`src/sv/qdt_pkg.sv`:
```
// Shared constants and types of the quad triangulator.
// No dependencies.
`timescale 1ns / 1ps

package qdt_pkg;

    localparam int COORD_BITS_DEF = 32;
    localparam int NUM_VERT       = 4;
    localparam int NUM_COORD      = 2 * NUM_VERT;
    localparam int QUEUE_DEPTH    = 4;

    typedef enum logic {
        SPLIT_N0N2 = 1'b0,
        SPLIT_N1N3 = 1'b1
    } split_t;

endpackage

```
`src/sv/qdt_queue.sv`:
```
// Small FIFO between the front pipeline and the triangle emitter.
// Depends on qdt_pkg.
`timescale 1ns / 1ps

module qdt_queue #(
    parameter int DATA_BITS = qdt_pkg::NUM_COORD * qdt_pkg::COORD_BITS_DEF + 1,
    parameter int DEPTH     = qdt_pkg::QUEUE_DEPTH
) (
    input  logic                 clk,
    input  logic                 rst_n,
    input  logic                 wr_valid,
    output logic                 wr_ready,
    input  logic [DATA_BITS-1:0] wr_data,
    output logic                 rd_valid,
    input  logic                 rd_ready,
    output logic [DATA_BITS-1:0] rd_data
);

    localparam int AW = $clog2(DEPTH);

    logic [DATA_BITS-1:0] mem [DEPTH];
    logic [AW:0]          wr_ptr_reg, wr_ptr_next;
    logic [AW:0]          rd_ptr_reg, rd_ptr_next;
    logic                 push, pop;

    assign wr_ready = (wr_ptr_reg ^ rd_ptr_reg) != {1'b1, AW'(0)};
    assign rd_valid = wr_ptr_reg != rd_ptr_reg;
    assign push     = wr_valid && wr_ready;
    assign pop      = rd_valid && rd_ready;
    assign rd_data  = mem[rd_ptr_reg[AW-1:0]];

    assign wr_ptr_next = wr_ptr_reg + (AW + 1)'(push);
    assign rd_ptr_next = rd_ptr_reg + (AW + 1)'(pop);

    always_ff @(posedge clk or negedge rst_n)
    begin
        if (!rst_n)
        begin
            wr_ptr_reg <= '0;
            rd_ptr_reg <= '0;
        end
        else
        begin
            wr_ptr_reg <= wr_ptr_next;
            rd_ptr_reg <= rd_ptr_next;
        end
    end

    always_ff @(posedge clk)
    begin
        if (push)
            mem[wr_ptr_reg[AW-1:0]] <= wr_data;
    end

endmodule

```
`config.mk`:
```
export PLATFORM = sky130hd
export DESIGN_NAME = qdt_queue
export DESIGN_NICKNAME = d
export VERILOG_FILES = /design/src/sv/qdt_pkg.sv /design/src/sv/qdt_queue.sv
export SDC_FILE = /design/constraint.sdc
export NUM_CORES = 1
export LEC_CHECK = 0
export BUFFER_PORTS_ARGS = -buffer_cell sky130_fd_sc_hd__clkbuf_2
export CAP_MARGIN = 20
export CORE_MARGIN = 2
export CORE_UTILIZATION = 35
export CTS_CLUSTER_DIAMETER = 200
export DETAILED_ROUTE_END_ITERATION = 10
export GPL_TIMING_DRIVEN = 0
export PLACE_DENSITY_LB_ADDON = 0.2
export SYNTH_ARGS = -nofsm -noshare
export SYNTH_HDL_FRONTEND = slang
export SYNTH_SLANG_ARGS = --single-unit
```
`constraint.sdc`:
```
create_clock -name clk -period 24.8 [get_ports clk]
set_input_delay 3.72 -clock clk [delete_from_list [all_inputs] [get_ports clk]]
set_output_delay 3.72 -clock clk [all_outputs]
set_load 0.01 [all_outputs]
```
==> summary.txt <==
Lkg Pwr: 16.0 nW
Syn Nets: 1638
Hold path endpoint: rd_ptr_reg[1]
Critical path data required time: 21.08 ns
Cell variety after synth: 18
Max reg flops: 1028
WP depth: 5
Worst hold-check path type: reg2reg
WP buf/inv: 4
Comb pwr share: 32.0%
R2r startpoint: rd_ptr_reg[0]
Delay-heaviest family, CP: buffers and inverters
Top FF cell, synth: edfxtp_1
# rows: 120
Placed Cells: 3361
Post-route design area: 46900 um2
Num CTS Buffers: 109
Hold Path Origin: rd_ptr_reg[1]
Vias in the first global route: 18349
Worst clock skew: 0.0299 ns
Grt total ovfl: 0
Worst-margin pin slew: 0.930 ns
DR vias/cell: 4.78
Final worst-path setup slack: 18.08 ns
Die area: 110000 um2
IO Port Bufs: 519
CP Launch Type: flop
Critical-path top delay cell: clkbuf_1
Clk_lat worst skew: 0.70 ns
Synth warn: 0
Area grow syn2layout: 25.3%
Power Dens Cells: 127 nW/um2
Synthesized area per cell: 27.3 um2
Max Cap Violations: 0
CP Cell Sequence: buf_2, clkbuf_1, buf_2, mux4_2, clkbuf_2
Hold depth: 1
Place WS: 18.32 ns
Largest cells by area after synthesis: edfxtp_1 (82%), mux4_2 (15%), buf_6 (0.72%), dfrtp_1 (0.40%), buf_2 (0.37%)
Area share of the largest cell type after synthesis: 82.4%
Seq pwr share: 40.8%
Post-synthesis sequential area ratio: 82.8%
Max Buffers Root-to-Sink: 3
Netlist Area Pre-Place: 37500 um2
Die width: 331 um
Initial antenna violation count: 13
Async set-or-reset flop fraction in the synthesized netlist: 0.580%
Final count of negative-setup-slack endpoints: 0
Gr usage total: 14.7%
Resize count post-CTS: 0
WL/cell: 22.9 um
DIE HEIGHT: 331 um
Initial Utilization: 35.1%
H-tree levels: 3
Fmax: 149 MHz
Status: complete, no violations
Max-slew violations: 0
Tmin final: 6.72 ns
Crit. End Element: output pin
Critical path arrival: 3.00 ns
TritonRoute pass-1 iters: 4
Commonest non-fill, non-tap cell in the layout: edfxtp_1
Share of post-route cells with drive strength above 1: 49.1%
Area of the core: 107000 um2
Synth Register Bits: 1034
R2R setup slack: 21.38 ns
Hold_ws: 0.510 ns
CTS sink count: 1034
CP Class: reg2out
CTS clk-pin slew, worst paths: 0.06 ns
Max VDD drop: 0.0749 mV
Sw Share: 29.6%
Cell area after placement: 43300 um2
Residual DRC: 0
Post-CTS Setup Inserts: 0
Vias post-DR: 17034
Root Buffer Master: clkbuf_16
First-pass GRT wire length: 118 mm
R2R cell count: 12
CP peak stage delay: 0.70 ns
Unrepaired setup endpoints after global routing: false
Rel. slew slack: 37.8%
Drt total wl: 81.7 mm
Crit share post-route: 27.1%
CP most frequent cell: buf_2
Nets: 2336
Non-Filler Instances: 3565
Final GP Congestion: 0.708
Crit-path max FO: 10
Most frequent cells in the layout: edfxtp_1 (1028), clkbuf_2 (519), mux4_2 (257)
TritonCTS clock tree: yes
Mapped Cells: 1373
Pint: 4.19 mW
Hold Vio Cnt, Final: 0
Worst flop-to-flop path endpoint: mem[2][159]
Hold_buf cts: 0
Post-synth EDFFs: 1028
Post-route ant nets: 0
Yosys top cell by area: edfxtp_1
Switching power: 1.76 mW
DRC marker count from the first detailed-route iteration: 914
Hpwl dp: 56.4 mm
Largest net degree at the start of global routing: 23
Clock Power Share: 27.2%
# IOs: 520
-- worst max-delay path by stage --
stage | endpoint | startpoint | slack [ns]
2_1_floorplan | mem[2][0] | wr_valid | 0.49
3_3_place_gp | mem[2][204] | wr_valid | -17.24
3_5_place_dp | mem[0][206] | wr_valid | 18.32
4_1_cts | rd_data[138] | rd_ptr_reg[1] | 17.75
5_1_grt | rd_data[137] | rd_ptr_reg[1] | 17.74
6_report | rd_data[138] | rd_ptr_reg[1] | 18.08
-- synthesized netlist by cell type, drive strengths merged (2+ instances only) --
library cell and instances:
edfxtp 1028, mux4 257, buf 55, dfrtp 6, a31oi 5, ha 4
clkbuf 3, nand3 3, xnor2 3, xor2 3, inv 2
-- power by group through the flow --
stage	sequential, mW	clock, mW	combinational [mW]
6_report	2.43	1.62	1.91
4_1_cts	2.43	1.67	1.97
3_3_place_gp	3.02	0	1.77
2_1_floorplan	2.73	0	1.07
5_1_grt	2.46	1.73	2.06
3_5_place_dp	2.47	0	1.97
-- per-layer routing --
layer  up-vias  share of wire, %  GRT usage, %
li1       7460                 -             -
met1      8970                38          17.5
met2       469                51          24.8
met3       115               9.0          5.61
met4        20               1.9          4.27
met5         -              0.15             0
-- cells by family after synthesis --
kind of cell               synth area share, %
adders and majority gates                0.134
xor gates and xnor gates                 0.140
buffers and inverters                     1.25
AOI/OAI and AO/OA                        0.107
muxes                                     15.5
and+or+nand+nor                         0.0935
DFF                                       82.8
-- cell type report --
cell class | instances | area, um2
sequential | 1034 | 31000
inverter | 2 | 7.51
buffer | 58 | 459
clock buffer | 129 | 2850
antenna | 3 | 7.51
fill | 9166 | 59700
multi-input combinational | 279 | 6030
clock inverter | 70 | 752
tap | 1403 | 1760
timing repair buffer | 587 | 4040
-- metrics by stage --
stage | TNS (ns) | power (mW) | util (%)
after floorplan | 0 | 3.80 | -
after global placement | -8072.79 | 4.79 | 39.2
after detailed placement | 0 | 4.43 | 40.6
after CTS | 0 | 6.08 | 44.0
after global routing | 0 | 6.25 | 44.0
final | 0 | 5.95 | 44.0
(Power assumes the default switching activity.)
