## config.mk

```make
export PLATFORM = sky130hd
export DESIGN_NAME = qdt_back
export DESIGN_NICKNAME = d
export VERILOG_FILES = /design/src/sv/qdt_pkg.sv /design/src/sv/qdt_back.sv
export SDC_FILE = /design/constraint.sdc
export NUM_CORES = 1
export LEC_CHECK = 0
export CAP_MARGIN = 20
export CORE_AREA = 2 2 179 181
export CTS_BUF_LIST = sky130_fd_sc_hd__clkbuf_8
export CTS_CLUSTER_DIAMETER = 60
export CTS_CLUSTER_SIZE = 25
export DETAILED_ROUTE_END_ITERATION = 16
export DIE_AREA = 0 0 181 183
export DONT_BUFFER_PORTS = 1
export HOLD_SLACK_MARGIN = 0.06
export SETUP_SLACK_MARGIN = 0.3
export SYNTH_ARGS = -nofsm -noshare
export SYNTH_HDL_FRONTEND = slang
export SYNTH_SLANG_ARGS = --single-unit
```

## constraint.sdc

```tcl
create_clock -name clk -period 16.9 [get_ports clk]
set_input_delay 5.07 -clock clk [delete_from_list [all_inputs] [get_ports clk]]
set_output_delay 5.07 -clock clk [all_outputs]
set_load 0.01 [all_outputs]
```

## src/sv/qdt_pkg.sv

```systemverilog
// Shared constants and types of the quad triangulator.
// No dependencies.
`timescale 1ns / 1ps

package qdt_pkg;

    localparam int COORD_BITS_DEF = 32;
    localparam int NUM_VERT       = 4;
    localparam int NUM_COORD      = 2 * NUM_VERT;
    localparam int QUEUE_DEPTH    = 4;

    typedef enum logic {
        SPLIT_N0N2 = 1'b0,
        SPLIT_N1N3 = 1'b1
    } split_t;

endpackage

```

## src/sv/qdt_back.sv

```systemverilog
// Triangle emitter: turns one split quad into two output transactions
// through an output register. Depends on qdt_pkg.
`timescale 1ns / 1ps

module qdt_back #(
    parameter int COORD_BITS = qdt_pkg::COORD_BITS_DEF
) (
    input  logic                                            clk,
    input  logic                                            rst_n,
    input  logic                                            head_valid,
    output logic                                            head_ready,
    input  logic [qdt_pkg::NUM_COORD-1:0][COORD_BITS-1:0]   head_coord,
    input  qdt_pkg::split_t                                 head_split,
    output logic                                            out_valid,
    input  logic                                            out_ready,
    output logic [COORD_BITS-1:0]                           ax,
    output logic [COORD_BITS-1:0]                           ay,
    output logic [COORD_BITS-1:0]                           bx,
    output logic [COORD_BITS-1:0]                           by,
    output logic [COORD_BITS-1:0]                           cx,
    output logic [COORD_BITS-1:0]                           cy,
    output logic                                            last
);

    localparam int VI = $clog2(qdt_pkg::NUM_VERT);

    typedef enum logic [1:0] {
        TRI_FIRST  = 2'b01,
        TRI_SECOND = 2'b10
    } tri_state_t;

    tri_state_t              state_reg, state_next;
    logic                    o_v_reg;
    logic [COORD_BITS-1:0]   ax_reg, ay_reg, bx_reg, by_reg, cx_reg, cy_reg;
    logic                    last_reg;
    logic                    out_load, emit;
    logic [VI-1:0]           ia, ib, ic;

    assign out_load   = !o_v_reg || out_ready;
    assign emit       = head_valid && out_load;
    assign head_ready = emit && (state_reg == TRI_SECOND);

    always_comb
    begin
        state_next = state_reg;
        ia = VI'(0);
        ib = VI'(1);
        ic = VI'(2);
        case (state_reg)
            TRI_FIRST:
            begin
                ic = (head_split == qdt_pkg::SPLIT_N0N2) ? VI'(2) : VI'(3);
                if (emit) state_next = TRI_SECOND;
            end
            TRI_SECOND:
            begin
                if (head_split == qdt_pkg::SPLIT_N0N2)
                begin
                    ia = VI'(0);
                    ib = VI'(2);
                end
                else
                begin
                    ia = VI'(1);
                    ib = VI'(2);
                end
                ic = VI'(3);
                if (emit) state_next = TRI_FIRST;
            end
            default:
            begin
                state_next = TRI_FIRST;
            end
        endcase
    end

    always_ff @(posedge clk or negedge rst_n)
    begin
        if (!rst_n)
        begin
            state_reg <= TRI_FIRST;
            o_v_reg   <= 1'b0;
        end
        else
        begin
            state_reg <= state_next;
            if (out_load) o_v_reg <= head_valid;
        end
    end

    always_ff @(posedge clk)
    begin
        if (emit)
        begin
            ax_reg   <= head_coord[{ia, 1'b0}];
            ay_reg   <= head_coord[{ia, 1'b1}];
            bx_reg   <= head_coord[{ib, 1'b0}];
            by_reg   <= head_coord[{ib, 1'b1}];
            cx_reg   <= head_coord[{ic, 1'b0}];
            cy_reg   <= head_coord[{ic, 1'b1}];
            last_reg <= (state_reg == TRI_SECOND);
        end
    end

    assign out_valid = o_v_reg;
    assign ax        = ax_reg;
    assign ay        = ay_reg;
    assign bx        = bx_reg;
    assign by        = by_reg;
    assign cx        = cx_reg;
    assign cy        = cy_reg;
    assign last      = last_reg;

endmodule

```

==> results.md <==
* Antenna cells at 0
* Met1 GRT Util at 11.5%
* Met2 Use GR at 21.1%
* Placed instance area at 0.00896 mm²
* DRC viols at 0
* Commonest cells post-synth: 193 x edfxtp_1, 133 x mux2_2, 60 x mux2_4
* Critical Path RT at 11.83 ns
* Post-CTS Hold Fix Bufs at 0
* CTS H-tree depth at 4
* Setup CP Type: primary input to output pin
* Synth area leaders: edfxtp_1 67%, mux2_2 17%, mux2_4 10%
* Nets at 692
* Skew final at 0.0115 ns
* Syn. warnings at 0
* Total Neg Setup Slack at 0 ns
* TritonCTS clock tree: built
* Fin crit share at 62.5%
* Worst hold path type: register to register
* FMAX at 0.0946 GHz
* Hold Vio Cnt, Final at 0
* Final Util at 30.0%
* GR peak layer: met2
* Synth area leader: edfxtp_1
* Initial DRC count at 230
* Top-count cell post-synth: edfxtp_1
* Vias per cell at 4.67
* Crit end category: output pin
* Top FF cell, synth: edfxtp_1
* GPL Wtd Cong at 0.778
* Clk pin slew, worst setup/hold paths at 0.11 ns
* Leak pwr at 0.00313 µW
* CTS Sinks at 196
* DIE AREA at 0.0331 mm²
* PortBufs at 0
* Worst path buffer plus inverter count at 0
* Die W at 181 µm
* Largest net degree at the start of global routing at 83
* Max cap viols at 0
* Worst skew pair latency at 0.46 ns
* Sequential area share after synthesis at 68.1%
* Clock buffer depth at 2
* Post-synth EDFFs at 193
* DR WL/cell at 24.0 µm
* Synth Area per Inst at 20.3 µm²
* Final worst path period need at 10.57 ns
* GRT Util Overall at 11.5%
* Worst VDD drop at 56.0 µV
* CTS buffer count at 17
* Startpoint types: primary input
* Detailed Route WL at 20.2 mm
* Area Overhead vs Synth at 8.61%
* Worst R2R Setup Slack at 13.94 ns
* Synth Net Count at 689
* DR vias at 3936
* Flops & latches, synth at 196
* Slew @ Worst Pin at 1.06 ns
* Critical path cell sequence: nand2b_1 > and3_1
* Mapped Area at 0.00862 mm²
* Detail Placement HPWL at 14.5 mm
* Worst Path Arrival at 5.50 ns
* Clock root buffer: clkbuf_8
* Pins Over Slew Limit at 0
* Antenna Nets Post-Route at 0
* Met3 Use GR at 5.12%
* Slew HR at 29.2%
* Gate Count Post-Synth at 425
* Global-route wire length before repair at 28.4 mm
* Fill cells at 3057
* Yosys cell types at 21
* Number of global-route vias before repair at 4348
* Starting density of the core at 27.6%
* DRT Pass-1 Iters at 4
* Outcome: finished, final reports clean
* CP max-delay cell: and3_1
* Placed cell count at 811
* Post-cts sizing count at 0
* RSZ-0062 raised after global routing: no
* Max FO, Critical Path at 5
* Layout cell share with drive strength beyond 1 at 53.3%
* Largest delay share family, worst path: simple AND/OR/NAND/NOR gates
* Setup repair bufs after CTS at 0
* Post-synth ARST share at 1.53%
* Final non-filler cell total at 843
* I/O pin count at 456
* # setup viols final at 0
* Row count at 65
* Initial antenna violation count at 0
* Top cell type's share of synthesized area at 67.2%
* Die height at 183 µm
* Power Dens Cells at 140 mW/mm²
* Crit-path max cell delay at 0.25 ns
* Final Cell Area at 0.00936 mm²
* Core ar. at 0.0312 mm²
* Total gr overflow at 0
[area by class of cell]
cell class              count  area (µm²)  share of cell area, %
flip-flops and latches    196        5870                   62.7
clock inverters            15         169                   1.80
multi-input cells         207        2550                   27.2
well taps                 402         503                   5.37
clock buffers              17         234                   2.50
repair buffers              4        30.0                  0.321
inverters                   2        7.51                 0.0802
[layer usage]
layer / routed length [µm] / part of all wire (%)
met1: 7030 / 35
met4: 284 / 1.4
met3: 1850 / 9.1
met2: 11100 / 55
met5: 0 / 0
[per-stage QoR]
step / worst slack (ns) / hold slack [ns] / power (µW)
after floorplan: 6.38 / 0.505 / 978
after global placement: 6.35 / 0.566 / 1010
after detailed placement: 6.34 / 0.589 / 1020
after CTS: 6.34 / 0.615 / 1340
after global routing: 6.31 / 0.655 / 1370
final: 6.33 / 0.613 / 1310
[cell families (layout without fill, tap and decap cells)]
logic type / after synthesis / count (layout) / share of synthesized area, %
adder cells (fa/ha/maj): 3 / 3 / 0.436
AND/OR/NAND/NOR: 7 / 7 / 0.639
buffers and inverters: 22 / 38 / 2.57
multiplexers: 193 / 193 / 27.8
flip-flops: 196 / 196 / 68.1
AO/OA/AOI/OAI: 4 / 4 / 0.407
[power breakdown]
group          leakage (µW)  switching [µW]  total (µW)  internal (µW)
combinational       0.00106             144         323            179
clock              0.000202             189         313            124
sequential          0.00187            53.0         678            625
[worst paths after layout]
path / from / to / cells after the start
hold / removal: state_reg[1] / state_reg[1] / 1
hold reg to reg: state_reg[1] / state_reg[1] / 1
setup / recovery: out_ready / head_ready / 2
max in group asynchronous: rst_n / state_reg[0] / 0
setup reg to reg: state_reg[0] / cx[0] / 5
min in group asynchronous: rst_n / out_valid / 0
[cell usage in the layout, fill, tap and decap left out, drive strengths merged, types with 2 or more instances in the layout]
master and n:
edfxtp 193, nand2b 2, ha 3, buf 4
clkbuf 17, dfrtp 2, mux2 193, a21oi 2
inv 8, clkinv 7, nor2 2
(Power assumes the default switching activity.)
